<file path="src/design/sdsd_pkg.sv">
// Package for the slow-data segment demultiplexer: item types, command codes,
// segment type nibbles and result kind codes.
// Depends on nothing; the store, the top level and the checker import it.
package sdsd_pkg;

    // Input item and result item as they travel on the two channels.
    typedef struct packed {
        logic [1:0] mode;
        logic [7:0] seg_byte0;
        logic [7:0] seg_byte1;
        logic [7:0] seg_byte2;
        logic [1:0] read_store;
        logic [7:0] read_index;
    } in_t;

    typedef struct packed {
        logic [7:0] read_data;
        logic [5:0] msg_count;
        logic [8:0] gps_count;
        logic [6:0] header_count;
        logic [2:0] segment_kind;
        logic       overflow;
    } out_t;

    // Up to three payload bytes handed to a store in one item; entry 0 is
    // appended first.
    typedef logic [2:0][7:0] seg_bytes_t;

    // Per-store command from the decoder.
    typedef struct packed {
        logic       clear;
        logic [1:0] cnt;
    } st_cmd_t;

    // Item modes.
    localparam logic [1:0] MODE_SEGMENT = 2'd0;
    localparam logic [1:0] MODE_CLEAR   = 2'd1;
    localparam logic [1:0] MODE_READ    = 2'd2;

    // Store selectors for a read.
    localparam logic [1:0] STORE_MSG = 2'd0;
    localparam logic [1:0] STORE_GPS = 2'd1;
    localparam logic [1:0] STORE_HDR = 2'd2;

    // Segment type nibbles (high nibble of byte 0 on a first half).
    localparam logic [3:0] TYPE_MSG = 4'h4;
    localparam logic [3:0] TYPE_GPS = 4'h3;
    localparam logic [3:0] TYPE_HDR = 4'h5;
    localparam logic [3:0] TYPE_SQL = 4'h2;

    // A text message always carries this length.
    localparam logic [3:0] MSG_FIXED_LEN = 4'd5;

    // Reported kind codes.
    localparam logic [2:0] KIND_MSG     = 3'd0;
    localparam logic [2:0] KIND_GPS     = 3'd1;
    localparam logic [2:0] KIND_HDR     = 3'd2;
    localparam logic [2:0] KIND_SQL     = 3'd3;
    localparam logic [2:0] KIND_UNKNOWN = 3'd4;

endpackage

</file>
<file path="src/design/sdsd_ram.sv">
// Generic single-port-write, single-port-read RAM with a registered read.
// No dependencies.
module sdsd_ram #(
    parameter int WIDTH = 8,
    parameter int DEPTH = 16,
    localparam int AW = (DEPTH > 1) ? $clog2(DEPTH) : 1
) (
    input  logic             aclk,
    input  logic             we,
    input  logic [AW-1:0]    waddr,
    input  logic [WIDTH-1:0] wdata,
    input  logic [AW-1:0]    raddr,
    output logic [WIDTH-1:0] rdata
);

    logic [WIDTH-1:0] mem [DEPTH];
    logic [WIDTH-1:0] rdata_reg;

    always_ff @(posedge aclk) begin
        if (we) begin
            mem[waddr] <= wdata;
        end
        rdata_reg <= mem[raddr];
    end

    assign rdata = rdata_reg;

endmodule

</file>
<file path="src/design/sdsd_store.sv">
// One byte store of the demultiplexer: three interleaved RAM banks so that up
// to three bytes are appended per item, plus fill tracking and read-out.
// Depends on sdsd_pkg and sdsd_ram.
module sdsd_store #(
    parameter int DEPTH = 32,
    localparam int FW = $clog2(DEPTH + 1)
) (
    input  logic                 aclk,
    input  logic                 aresetn,
    input  sdsd_pkg::st_cmd_t    cmd,
    input  sdsd_pkg::seg_bytes_t wr_bytes,
    input  logic [7:0]           rd_index,
    input  logic [7:0]           rsp_index,
    output logic [FW-1:0]        fill_next,
    output logic [7:0]           rd_data,
    output logic                 ovf
);
    import sdsd_pkg::*;

    // Byte position p lives in bank p mod 3, row p div 3.
    localparam int BANK_DEPTH = (DEPTH + 2) / 3;
    localparam int AW = $clog2(BANK_DEPTH);
    localparam int RW = $clog2(BANK_DEPTH + 1);

    logic [FW-1:0] fill_reg;
    logic [RW-1:0] row_reg, row_next;
    logic [1:0]    phase_reg, phase_next;

    logic [FW-1:0] space;
    logic [1:0]    n_ok;
    logic [2:0]    sum;

    logic [2:0]         we;
    logic [AW-1:0]      waddr [3];
    logic [7:0]         wdata [3];
    logic [7:0]         ram_q [3];
    logic [AW-1:0]      raddr;
    logic [16:0]        rd_prod;
    logic [16:0]        rsp_prod;
    logic [7:0]         rsp_row;
    logic [9:0]         rsp_row3;
    logic [1:0]         rsp_bank;
    logic [2:0]         byp_hit_reg;
    logic [7:0]         byp_data_reg [3];
    logic [7:0]         bank_data;

    always_comb begin
        space = FW'(DEPTH) - fill_reg;
        if (space >= FW'(cmd.cnt)) begin
            n_ok = cmd.cnt;
        end else begin
            n_ok = space[1:0];
        end
        ovf = space < FW'(cmd.cnt);
        sum = {1'b0, phase_reg} + {1'b0, n_ok};

        if (cmd.clear) begin
            fill_next  = '0;
            row_next   = '0;
            phase_next = '0;
        end else begin
            fill_next = fill_reg + FW'(n_ok);
            if (sum >= 3'd3) begin
                phase_next = 2'(sum - 3'd3);
                row_next   = row_reg + RW'(1);
            end else begin
                phase_next = sum[1:0];
                row_next   = row_reg;
            end
        end
    end

    // Bank j takes the byte at offset (j - phase) mod 3 of this item; banks
    // below the phase have already wrapped into the next row.
    always_comb begin
        for (int j = 0; j < 3; j++) begin
            logic [1:0] off;
            if (2'(j) >= phase_reg) begin
                off = 2'(j) - phase_reg;
            end else begin
                off = 2'(j) + 2'd3 - phase_reg;
            end
            we[j]    = off < n_ok;
            waddr[j] = AW'(row_reg + RW'(2'(j) < phase_reg));
            wdata[j] = wr_bytes[off];
        end
    end

    // Division by three through a reciprocal, exact for 8-bit indices.
    assign rd_prod  = 17'(rd_index) * 17'd171;
    assign raddr    = AW'(rd_prod[16:9]);
    assign rsp_prod = 17'(rsp_index) * 17'd171;
    assign rsp_row  = rsp_prod[16:9];
    assign rsp_row3 = {1'b0, rsp_row, 1'b0} + {2'b00, rsp_row};
    assign rsp_bank = 2'({2'b00, rsp_index} - rsp_row3);

    for (genvar g = 0; g < 3; g++) begin : g_bank
        sdsd_ram #(
            .WIDTH(8),
            .DEPTH(BANK_DEPTH)
        ) u_ram (
            .aclk (aclk),
            .we   (we[g]),
            .waddr(waddr[g]),
            .wdata(wdata[g]),
            .raddr(raddr),
            .rdata(ram_q[g])
        );
    end

    always_ff @(posedge aclk) begin
        if (!aresetn) begin
            fill_reg    <= '0;
            row_reg     <= '0;
            phase_reg   <= '0;
            byp_hit_reg <= '0;
        end else begin
            fill_reg  <= fill_next;
            row_reg   <= row_next;
            phase_reg <= phase_next;
            for (int j = 0; j < 3; j++) begin
                byp_hit_reg[j] <= we[j] && (waddr[j] == raddr);
            end
        end
        for (int j = 0; j < 3; j++) begin
            byp_data_reg[j] <= wdata[j];
        end
    end

    // A write in the same cycle as the read is forwarded. Positions at or past
    // the fill count read as zero whatever the RAMs hold, so they need no clearing.
    always_comb begin
        case (rsp_bank)
            2'd0:    bank_data = byp_hit_reg[0] ? byp_data_reg[0] : ram_q[0];
            2'd1:    bank_data = byp_hit_reg[1] ? byp_data_reg[1] : ram_q[1];
            2'd2:    bank_data = byp_hit_reg[2] ? byp_data_reg[2] : ram_q[2];
            default: bank_data = '0;
        endcase
        if (32'(rsp_index) < 32'(fill_reg)) begin
            rd_data = bank_data;
        end else begin
            rd_data = '0;
        end
    end

endmodule

</file>
<file path="src/design/slow_data_segment_demux.sv">
// Top level of the slow-data segment demultiplexer: item decoder, half
// tracking and result register around three byte stores.
// Depends on sdsd_pkg and sdsd_store.
//
//   Channel   Direction  Handshake           Payload
//   s_        in         s_valid / s_ready   s_item  (sdsd_pkg::in_t)
//   m_        out        m_valid / m_ready   m_item  (sdsd_pkg::out_t)
//
// An item is decoded and appended when it moves on from the input register;
// the store RAMs, addressed as it arrived and while it waited, then already
// give its read data, and the result is registered in the result register.
// Reset is synchronous and active low; fill counts mask unwritten positions,
// so no clearing pass runs. A stalled result holds the item in the input
// register, and a new item is taken in the cycle that the result is collected.
module slow_data_segment_demux #(
    parameter int MSG_DEPTH = 32,
    parameter int GPS_DEPTH = 256,
    parameter int HDR_DEPTH = 64
) (
    input  logic            aclk,
    input  logic            aresetn,
    input  logic            s_valid,
    output logic            s_ready,
    input  sdsd_pkg::in_t   s_item,
    output logic            m_valid,
    input  logic            m_ready,
    output sdsd_pkg::out_t  m_item
);
    import sdsd_pkg::*;

    localparam int MSG_FW = $clog2(MSG_DEPTH + 1);
    localparam int GPS_FW = $clog2(GPS_DEPTH + 1);
    localparam int HDR_FW = $clog2(HDR_DEPTH + 1);

    // Input register.
    logic in_valid_reg;
    in_t  in_item_reg;

    // Result register.
    logic m_valid_reg;
    out_t m_item_reg;

    // Segment tracking state.
    logic       half_reg, half_next;
    logic [3:0] rem_reg, rem_next;
    logic [3:0] type_reg, type_next;

    logic       fire;
    logic       load;
    logic [7:0] rd_index_sel;
    logic       clr;
    logic [1:0] cnt;
    logic [3:0] len;
    seg_bytes_t bytes;

    st_cmd_t msg_cmd, gps_cmd, hdr_cmd;
    logic [MSG_FW-1:0] msg_fill_next;
    logic [GPS_FW-1:0] gps_fill_next;
    logic [HDR_FW-1:0] hdr_fill_next;
    logic [31:0] msg_fill32, gps_fill32, hdr_fill32;
    logic [7:0]  msg_rd, gps_rd, hdr_rd;
    logic        msg_ovf, gps_ovf, hdr_ovf;
    out_t        result;

    // The item in the input register moves on when the result register is
    // free or is being emptied in this cycle.
    assign fire    = in_valid_reg && (!m_valid_reg || m_ready);
    assign s_ready = !in_valid_reg || fire;
    assign load    = s_valid && s_ready;

    // The RAMs are addressed by the arriving item, and by the held item while
    // it waits, so their read data always belongs to the input register.
    assign rd_index_sel = load ? s_item.read_index : in_item_reg.read_index;

    always_ff @(posedge aclk) begin
        if (!aresetn) begin
            in_valid_reg <= 1'b0;
        end else if (load) begin
            in_valid_reg <= 1'b1;
        end else if (fire) begin
            in_valid_reg <= 1'b0;
        end
        if (load) begin
            in_item_reg <= s_item;
        end
    end

    // Decode of a segment. A first half takes type and length (fixed for a text
    // message) from byte 0 and up to two bytes from bytes 1 and 2; a second half
    // takes up to three bytes of the remainder: the length less two, floored at zero.
    always_comb begin
        half_next = half_reg;
        rem_next  = rem_reg;
        type_next = type_reg;
        cnt       = 2'd0;
        len       = in_item_reg.seg_byte0[3:0];
        clr       = fire && (in_item_reg.mode == MODE_CLEAR);
        bytes[0]  = in_item_reg.seg_byte0;
        bytes[1]  = in_item_reg.seg_byte1;
        bytes[2]  = in_item_reg.seg_byte2;

        if (fire && (in_item_reg.mode == MODE_SEGMENT)) begin
            if (!half_reg) begin
                type_next = in_item_reg.seg_byte0[7:4];
                if (type_next == TYPE_MSG) begin
                    len = MSG_FIXED_LEN;
                end
                rem_next  = len;
                cnt       = (len < 4'd2) ? len[1:0] : 2'd2;
                bytes[0]  = in_item_reg.seg_byte1;
                bytes[1]  = in_item_reg.seg_byte2;
                bytes[2]  = 8'h00;
                half_next = 1'b1;
            end else begin
                rem_next  = (rem_reg > 4'd2) ? (rem_reg - 4'd2) : 4'd0;
                cnt       = (rem_next < 4'd3) ? rem_next[1:0] : 2'd3;
                half_next = 1'b0;
            end
        end

        // A clear always expects a first half next; type and remainder stay.
        if (clr) begin
            half_next = 1'b0;
        end

        msg_cmd.clear = clr;
        gps_cmd.clear = clr;
        hdr_cmd.clear = clr;
        msg_cmd.cnt   = (type_next == TYPE_MSG) ? cnt : 2'd0;
        gps_cmd.cnt   = (type_next == TYPE_GPS) ? cnt : 2'd0;
        hdr_cmd.cnt   = (type_next == TYPE_HDR) ? cnt : 2'd0;
    end

    always_ff @(posedge aclk) begin
        if (!aresetn) begin
            half_reg <= 1'b0;
            rem_reg  <= '0;
            type_reg <= '0;
        end else begin
            half_reg <= half_next;
            rem_reg  <= rem_next;
            type_reg <= type_next;
        end
    end

    sdsd_store #(.DEPTH(MSG_DEPTH)) u_msg_store (
        .aclk     (aclk),
        .aresetn  (aresetn),
        .cmd      (msg_cmd),
        .wr_bytes (bytes),
        .rd_index (rd_index_sel),
        .rsp_index(in_item_reg.read_index),
        .fill_next(msg_fill_next),
        .rd_data  (msg_rd),
        .ovf      (msg_ovf)
    );

    sdsd_store #(.DEPTH(GPS_DEPTH)) u_gps_store (
        .aclk     (aclk),
        .aresetn  (aresetn),
        .cmd      (gps_cmd),
        .wr_bytes (bytes),
        .rd_index (rd_index_sel),
        .rsp_index(in_item_reg.read_index),
        .fill_next(gps_fill_next),
        .rd_data  (gps_rd),
        .ovf      (gps_ovf)
    );

    sdsd_store #(.DEPTH(HDR_DEPTH)) u_hdr_store (
        .aclk     (aclk),
        .aresetn  (aresetn),
        .cmd      (hdr_cmd),
        .wr_bytes (bytes),
        .rd_index (rd_index_sel),
        .rsp_index(in_item_reg.read_index),
        .fill_next(hdr_fill_next),
        .rd_data  (hdr_rd),
        .ovf      (hdr_ovf)
    );

    // Fill counts are reported modulo their field widths.
    assign msg_fill32 = 32'(msg_fill_next);
    assign gps_fill32 = 32'(gps_fill_next);
    assign hdr_fill32 = 32'(hdr_fill_next);

    always_comb begin
        result.read_data = 8'h00;
        if (in_item_reg.mode == MODE_READ) begin
            case (in_item_reg.read_store)
                STORE_MSG: result.read_data = msg_rd;
                STORE_GPS: result.read_data = gps_rd;
                STORE_HDR: result.read_data = hdr_rd;
                default:   result.read_data = 8'h00;
            endcase
        end
        result.msg_count    = msg_fill32[5:0];
        result.gps_count    = gps_fill32[8:0];
        result.header_count = hdr_fill32[6:0];
        case (type_next)
            TYPE_MSG: result.segment_kind = KIND_MSG;
            TYPE_GPS: result.segment_kind = KIND_GPS;
            TYPE_HDR: result.segment_kind = KIND_HDR;
            TYPE_SQL: result.segment_kind = KIND_SQL;
            default:  result.segment_kind = KIND_UNKNOWN;
        endcase
        result.overflow = msg_ovf || gps_ovf || hdr_ovf;
    end

    always_ff @(posedge aclk) begin
        if (!aresetn) begin
            m_valid_reg <= 1'b0;
        end else if (fire) begin
            m_valid_reg <= 1'b1;
        end else if (m_ready) begin
            m_valid_reg <= 1'b0;
        end
        if (fire) begin
            m_item_reg <= result;
        end
    end

    assign m_valid = m_valid_reg;
    assign m_item  = m_item_reg;

endmodule

</file>
<file path="config.mk">
export PLATFORM = sky130hd
export DESIGN_NAME = slow_data_segment_demux
export DESIGN_NICKNAME = d
export VERILOG_FILES = /design/src/design/sdsd_pkg.sv /design/src/design/sdsd_ram.sv /design/src/design/sdsd_store.sv /design/src/design/slow_data_segment_demux.sv
export SDC_FILE = /design/constraint.sdc
export NUM_CORES = 2
export LEC_CHECK = 0
export BUFFER_PORTS_ARGS = -buffer_cell sky130_fd_sc_hd__buf_2
export CORE_MARGIN = 2
export CORE_UTILIZATION = 48
export DETAILED_ROUTE_END_ITERATION = 10
export PLACE_DENSITY = 0.62
export SLEW_MARGIN = 20
export SYNTH_ARGS = -nofsm -noshare
export SYNTH_HDL_FRONTEND = slang
export SYNTH_SLANG_ARGS = --single-unit
</file>
<file path="constraint.sdc">
create_clock -name aclk -period 10.6 [get_ports aclk]
set_input_delay 2.12 -clock aclk [delete_from_list [all_inputs] [get_ports aclk]]
set_output_delay 2.12 -clock aclk [all_outputs]
set_load 0.02 [all_outputs]
</file>
# After elaboration in Yosys (flattened, before gate mapping)
# Memory sizes are Yosys's and may differ from the RTL's. A register that Yosys moved wholly into a read port is not among the register bits.
# Cells that the tools add are included.
totals:
  ram_bits: 2928
  memories: 12
  register_bits: 134
mem_list:
  columns: ["name", "depth", "word_bits", "read_ports", "rd_ports_with_merged_regs", "wr", "line_no", "source"]
  rows:
  - ["u_gps_store.g_bank[0].u_ram.mem", 86, 8, 1, 1, 1, "sdsd_ram.sv:16", "logic [WIDTH-1:0] mem [DEPTH];"]
  - ["u_gps_store.g_bank[1].u_ram.mem", 86, 8, 1, 1, 1, "sdsd_ram.sv:16", null]
  - ["u_gps_store.g_bank[2].u_ram.mem", 86, 8, 1, 1, 1, "sdsd_ram.sv:16", null]
  - ["u_hdr_store.g_bank[0].u_ram.mem", 22, 8, 1, 1, 1, "sdsd_ram.sv:16", null]
  - ["u_hdr_store.g_bank[1].u_ram.mem", 22, 8, 1, 1, 1, "sdsd_ram.sv:16", null]
  - ["u_hdr_store.g_bank[2].u_ram.mem", 22, 8, 1, 1, 1, "sdsd_ram.sv:16", null]
  - ["6 more memories", null, null, null, null, null, null, null]
classes:
  reduce_logical: 25
  mul: 2
  n_addsub: 39
  eq_ne: 20
  mux: 93
  bitwise_logic: 1
  n_lt_le_gt_ge: 51
op_table:
  columns: ["operator", "n"]
  rows:
  - ["8-bit two-way mux", 22]
  - ["8-bit binary-select mux with 2-bit select", 9]
  - ["8-bit one-hot mux with 3 select lines", 4]
  - ["24-bit two-way mux", 2]
  - ["2-bit two-way mux", 22]
  - ["4-bit two-way mux", 7]
  - ["2-bit by 3-bit less-than comparator with 1-bit output (second input constant)", 9]
  - ["1-bit two-way mux", 23]
  - ["7-bit by 1-bit adder with 7-bit output", 3]
  - ["7-bit == test", 3]
  - ["2-bit less-than comparator", 9]
  - ["8-bit by 8-bit multiplier with 16-bit output (second input constant)", 1]
  - ["5-bit by 1-bit adder with 5-bit output", 3]
  - ["5-bit == test", 3]
  - ["1-bit logical AND", 13]
  - ["4-bit by 1-bit adder with 4-bit output", 3]
  - ["4-bit by 3-bit == test with 1-bit output (second input constant)", 3]
  - ["4-bit == test", 3]
  - ["1-bit by 2-bit greater-or-equal comparator with 1-bit output (first input constant)", 6]
  - ["1-bit by 2-bit less-than comparator with 1-bit output (first input constant)", 6]
  - ["3-bit one-hot mux with 4 select lines", 1]
  - ["1-bit by 2-bit subtractor with 2-bit output (first input constant)", 6]
  - ["2-bit subtractor (first input constant)", 6]
  - ["8-bit by 8-bit multiplier with 11-bit output (second input constant)", 1]
  - ["40 further kinds", 63]

# Depth between registers and ports, before layout
depth:
  ltp_word: 15
  mapped_depth: 26
  mapped_depth_nobuf: 24

# Cells and area by module
# A second synthesis with hierarchy kept.
unflattened:
  cells_unflattened: 7405
  area_unflattened_um2: 131343.5
by_module_without_submodules:
  columns: ["mod", "area_each_um2", "instances", "cells_per_inst", "seq_area_each_um2"]
  rows:
  - ["sdsd_ram (u_gps_store.g_bank[0].u_ram ...)", 26874.5, 3, 1257, 20820.0]
  - ["sdsd_ram (u_hdr_store.g_bank[0].u_ram ...)", 7059.3, 3, 345, 5445.2]
  - ["sdsd_ram (u_msg_store.g_bank[0].u_ram ...)", 3727.3, 3, 208, 2802.7]
  - ["sdsd_store (u_gps_store)", 5291.3, 1, 594, 900.9]
  - ["sdsd_store (u_msg_store)", 4762.1, 1, 548, 780.7]
  - ["sdsd_store (u_hdr_store)", 4759.6, 1, 539, 820.8]
  - ["slow_data_segment_demux", 3547.2, 1, 294, 2322.2]

# Worst setup path before layout
# OpenSTA, ideal clock, no wires.
synth_path:
  path_kind: "input port to flip-flop"
  startpoint: "input port m_ready"
  endpoint: "memory u_gps_store.g_bank[2].u_ram.mem[0][0] (data pin)"
  t_arrival_ns: 7.366
  path_slack_ns: 2.355
  path_buffers: 3
  path_stages: 9
  setup_ns: 0.879
  cell_sequence: "nor2b_1 -> or4b_1 -> buf_4 -> or2_1 -> buf_6 -> clkbuf_1 -> xnor2_1 -> a221oi_1 -> o21ai_0"
synth_via:
  elab_chain_len: 6
synth_rtl:
  columns: ["element", "line_no", "source"]
  rows:
  - ["start, declared", "slow_data_segment_demux.sv:26", "input logic m_ready,"]
  - ["1-bit logical OR", "slow_data_segment_demux.sv:67", "assign fire = in_valid_reg && (!m_valid_reg || m_ready);"]
  - ["1-bit logical AND", "slow_data_segment_demux.sv:67", null]
  - ["1-bit logical AND", "slow_data_segment_demux.sv:102", "if (fire && (in_item_reg.mode == MODE_SEGMENT)) begin"]
  - ["24-bit two-way mux", "slow_data_segment_demux.sv:102", null]
  - ["8-bit binary-select mux with 2-bit select", "sdsd_store.sv:85", "wdata[j] = wr_bytes[off];"]
  - ["8-bit two-way mux (not written as such)", "sdsd_store.sv:85", null]
  - ["net u_gps_store.g_bank[2].u_ram.wdata[0]", "sdsd_ram.sv:11", "input logic [WIDTH-1:0] wdata,"]
  - ["end, declared", "sdsd_ram.sv:16", null]
# The timed path passes the listed nets, and every way through them passes these cells. The select of a mux whose other input is x is not followed.

# Final worst setup path
layout_path:
  startpoint: "input port m_ready"
  endpoint: "register u_gps_store.g_bank[2].u_ram.rdata_reg[4], read port of u_gps_store.g_bank[2].u_ram.mem"
layout_via:
  elab_chain_len: 6
layout_rtl:
  columns: ["element", "line_no", "source"]
  rows:
  - ["1-bit logical OR", "slow_data_segment_demux.sv:67", null]
  - ["1-bit logical AND", "slow_data_segment_demux.sv:67", null]
  - ["1-bit logical OR", "slow_data_segment_demux.sv:68", "assign s_ready = !in_valid_reg || fire;"]
  - ["1-bit logical AND", "slow_data_segment_demux.sv:69", "assign load = s_valid && s_ready;"]
  - ["8-bit two-way mux", "slow_data_segment_demux.sv:73", "assign rd_index_sel = load ? s_item.read_index : in_item_reg.read_index;"]
  - ["8-bit by 8-bit multiplier with 16-bit output", null, null]
  - ["end, declared", "sdsd_ram.sv:17", "logic [WIDTH-1:0] rdata_reg;"]
# No other way between the ends.
# A chain may end at the register's enable or synchronous reset.

==> results.py <==
metrics = {
    "hold_path": {
        "whs_endpoint": "type_reg[1]",
        "hold_path_class": "flop to flop",
        "holdCritStartpoint": "type_reg[1]",
        "holdPathStages": 2,
    },
    "setup_path": {
        "critPathKind": "input port to flop",
        "crit_family": "simple AND/OR/NAND/NOR gates",
        "start_kind": "input port",
        "endpoint_kind": "flop",
        "critical_path_required_ps": 11330,
        "crit_top_cell": "fa_1",
        "max_stage_delay_ps": 820,
        "timing.critical_path.arrival_ps": 9310,
        "rr_endpoint": "u_gps_store.g_bank[2].u_ram.rdata[4]",
        "path_buf_inv": 4,
        "r2r-start": "in_valid_reg",
        "rrSetupSlack_ps": 2870,
        "crit_slowest_cell": "nor2_4",
        "reg2reg_depth": 21,
        "cp_max_fo": 28,
        "crit_chain": "buf_2 -> nand3b_4 -> nand2_1 -> mux2_2 -> ha_1 -> fa_1 -> fa_1 -> fa_1 -> ha_1 -> a211oi_1 -> a221o_1 -> nand2_1 -> o21a_1 -> nor2_4 -> buf_12 -> buf_4 -> buf_4 -> mux4_2 -> mux2i_1 -> nor3_1 -> nor4_1 -> a211oi_1",
    },
    "outcome": {
        "status": "completed",
    },
    "grt": {
        "grt_pass1_vias": 69730,
        "grt_overflow": 0,
        "met3_usage_pct": 4.664,
        "busiest_layer": "met2",
        "grt_pass1_wl_um": 499200,
        "gr-usage-all-layers_pct": 25.40,
        "antenna_found_initial": 11,
        "met1_usage_pct": 35.00,
        "grt_max_degree": 119,
        "globalRouteMet2Util_pct": 40.60,
    },
    "clock_tree": {
        "cts_hold_buf": 0,
        "path_clk_slew_ps": 60,
        "tritoncts": "done",
        "cts_resized": 0,
        "cts_buffers": 334,
        "htree_levels": 5,
        "post_cts_buffers": 0,
        "clk_path_buf_depth": 4,
        "root_buffer": "clkbuf_16",
        "clk_latency_ps": 940,
        "clkSinkCount": 3134,
    },
    "place": {
        "hpwl_um": 219700,
        "gp_congestion": 0.8925,
        "port_buffers": 75,
        "placedCellCount": 10860,
    },
    "synth": {
        "ys_seq_area_share_pct": 72.24,
        "synthFlopType": "edfxtp_1",
        "ys_seq_elements": 3134,
        "synthCells": 7454,
        "synth_nets": 7672,
        "synth_enable_flop_cells": 2926,
        "yosysWarnings": 0,
        "syn_area_per_cell_um2": 17.09,
        "synthArstFlopShare_pct": 0,
        "netlist_area_mm2": 0.1274,
        "yosysUniqueCellTypes": 92,
    },
    "cells_and_area": {
        "final_cell_mix": "edfxtp_1, nand2_1, mux4_2",
        "finalNonFillerCells": 11460,
        "drive_above_1_share_pct": 19.20,
        "nets": 7881,
        "area_growth_pct": 12.43,
        "multi_input_area_mm2": 0.03365,
        "layout_commonest_cell": "edfxtp_1",
        "largest_reg_flops": 2064,
        "top_regs": "u_gps_store.g_bank.u_ram.mem (2064), u_hdr_store.g_bank.u_ram.mem (528), u_msg_store.g_bank.u_ram.mem (264)",
        "fin_util_pct": 54.13,
        "largest-register": "u_gps_store.g_bank.u_ram.mem",
        "ff_latch_area_mm2": 0.09203,
        "fillers": 20630,
    },
    "timing": {
        "period_share_pct": 80.87,
        "hold_viol_final": 0,
        "timing.slew.headroom_pct": 20.01,
        "rsz0062_at_grt": "false",
        "skew_ps": 63.57,
        "fin_tns_setup_ps": 0,
        "finalMaxSlewViolations": 0,
        "period_minus_slack_ps": 8573,
        "fmax_mhz": 116.7,
        "tightest_slew_ps": 1200,
        "finalSetupViolCount": 0,
    },
    "drt": {
        "wl_per_cell_um": 30.18,
        "first_iter_violations": 8403,
        "dr_total_vias": 70300,
        "routed_via_density": 6.136,
        "route.antenna.remaining_nets": 0,
        "drc": 0,
        "routed_wl_um": 345800,
        "drt_first_pass_iters": 6,
    },
    "floorplan": {
        "die_area_mm2": 0.2695,
        "core_area_mm2": 0.2646,
        "die_w_um": 519.2,
        "io_pins": 76,
        "start_util_pct": 48.14,
        "die_y_um": 519.2,
        "fp-row-count": 189,
    },
    "run": {
        "drv_cap": 0,
    },
}
[metal layers]
| metal | part of all wire [%] | vias to the layer above |
|---|---|---|
| li1 | - | 29660 |
| met4 | 4.0 | 4 |
| met3 | 8.0 | 648 |
| met2 | 48 | 3257 |
| met1 | 40 | 36740 |
| met5 | 0.0098 | - |
[metrics by stage]
| stage | area [µm²] | hold WS [ps] | setup WS (ps) |
|---|---|---|---|
| 4_1_cts | 143100 | 489.1 | 2068 |
| 3_5_place_dp | 132900 | 484.6 | 1132 |
| 2_1_floorplan | 127400 | 452.1 | 2355 |
| 6_report | 143200 | 497.4 | 2027 |
| 3_3_place_gp | 132900 | 471.0 | 1266 |
| 5_1_grt | 143200 | 521.0 | 1788 |
[cells in the mapped netlist (7+ instances only)]
| master | count | area [µm²] |
|---|---|---|
| a21oi_1 | 222 | 1111 |
| fa_1 | 28 | 560.5 |
| nor3_1 | 69 | 345.3 |
| nand2_1 | 816 | 3063 |
| buf_1 | 62 | 232.7 |
| nor2_1 | 531 | 1993 |
| nor2b_1 | 40 | 250.2 |
| clkbuf_1 | 185 | 694.4 |
| buf_2 | 124 | 620.6 |
| a211oi_1 | 86 | 645.6 |
| a21o_1 | 19 | 142.6 |
| xor2_1 | 36 | 315.3 |
| nand3_1 | 220 | 1101 |
| o31ai_1 | 8 | 60.06 |
| nand3b_1 | 9 | 67.56 |
| a221oi_1 | 12 | 105.1 |
| a22o_1 | 8 | 70.07 |
| mux4_2 | 645 | 14530 |
| dfxtp_1 | 208 | 4164 |
| ha_1 | 150 | 1877 |
| o21a_1 | 7 | 52.55 |
| and2_1 | 28 | 175.2 |
| inv_1 | 134 | 503.0 |
| o22ai_1 | 74 | 462.9 |
| nor4_1 | 31 | 193.9 |
| mux2i_1 | 123 | 1231 |
| edfxtp_1 | 2926 | 87860 |
| and3_1 | 33 | 206.5 |
| nand4_1 | 42 | 262.8 |
| xnor2_1 | 99 | 867.1 |
| a22oi_1 | 24 | 180.2 |
| nand2b_1 | 35 | 219.0 |
| mux2_2 | 31 | 349.1 |
| or4_1 | 7 | 52.55 |
| o211ai_1 | 19 | 142.6 |
| buf_4 | 48 | 360.4 |
| a21boi_0 | 7 | 52.55 |
| o311ai_0 | 10 | 87.58 |
| a31oi_1 | 46 | 287.8 |
| nor3b_1 | 11 | 82.58 |
| a311oi_1 | 41 | 359.1 |
| o21ai_0 | 104 | 520.5 |
[cell families after synthesis]
kind of cell / synth area share, %
flip-flops: 72.24
AO/OA/AOI/OAI: 3.667
adder cells (fa/ha/maj): 1.913
buffers and inverters: 1.932
multiplexers: 12.67
AND/OR/NAND/NOR: 6.624
XOR/XNOR: 0.9536
[layout make-up]
| cell class | count | area share (%) |
|---|---|---|
| Tap cell | 3533 | 3.086 |
| Clock buffer | 428 | 6.118 |
| Antenna cell | 4 | 0.006989 |
| Inverter | 134 | 0.3512 |
| Sequential cell | 3134 | 64.25 |
| Timing Repair Buffer | 297 | 1.702 |
| Clock inverter | 165 | 0.9872 |
| Multi-Input combinational cell | 3762 | 23.49 |
[worst reg2reg max path, delay by kind of cell, from the launching register on]
kind	cells	cell delay, ps
simple gates	6	2090
buf+inv	3	800
compound gates	4	1040
fa+ha+maj	5	1980
mux	3	1110
flops	1	490
[how the worst max path moves through the flow]
stage                        from                               endpoint  depth (start not counted)
after floorplan           m_ready  u_gps_store.g_bank[2].u_ram.mem[0][0]                          9
after global placement    m_ready   u_gps_store.g_bank[0].u_ram.rdata[7]                         21
after detailed placement  m_ready   u_gps_store.g_bank[0].u_ram.rdata[7]                         21
after CTS                 m_ready   u_gps_store.g_bank[2].u_ram.rdata[4]                         22
after global routing      m_ready   u_gps_store.g_bank[1].u_ram.rdata[7]                         21
final                     m_ready   u_gps_store.g_bank[2].u_ram.rdata[4]                         22
Power is left out: the tool's default activity adds up to more than one toggle a clock period on the data nets, which glitch-free logic cannot reach.
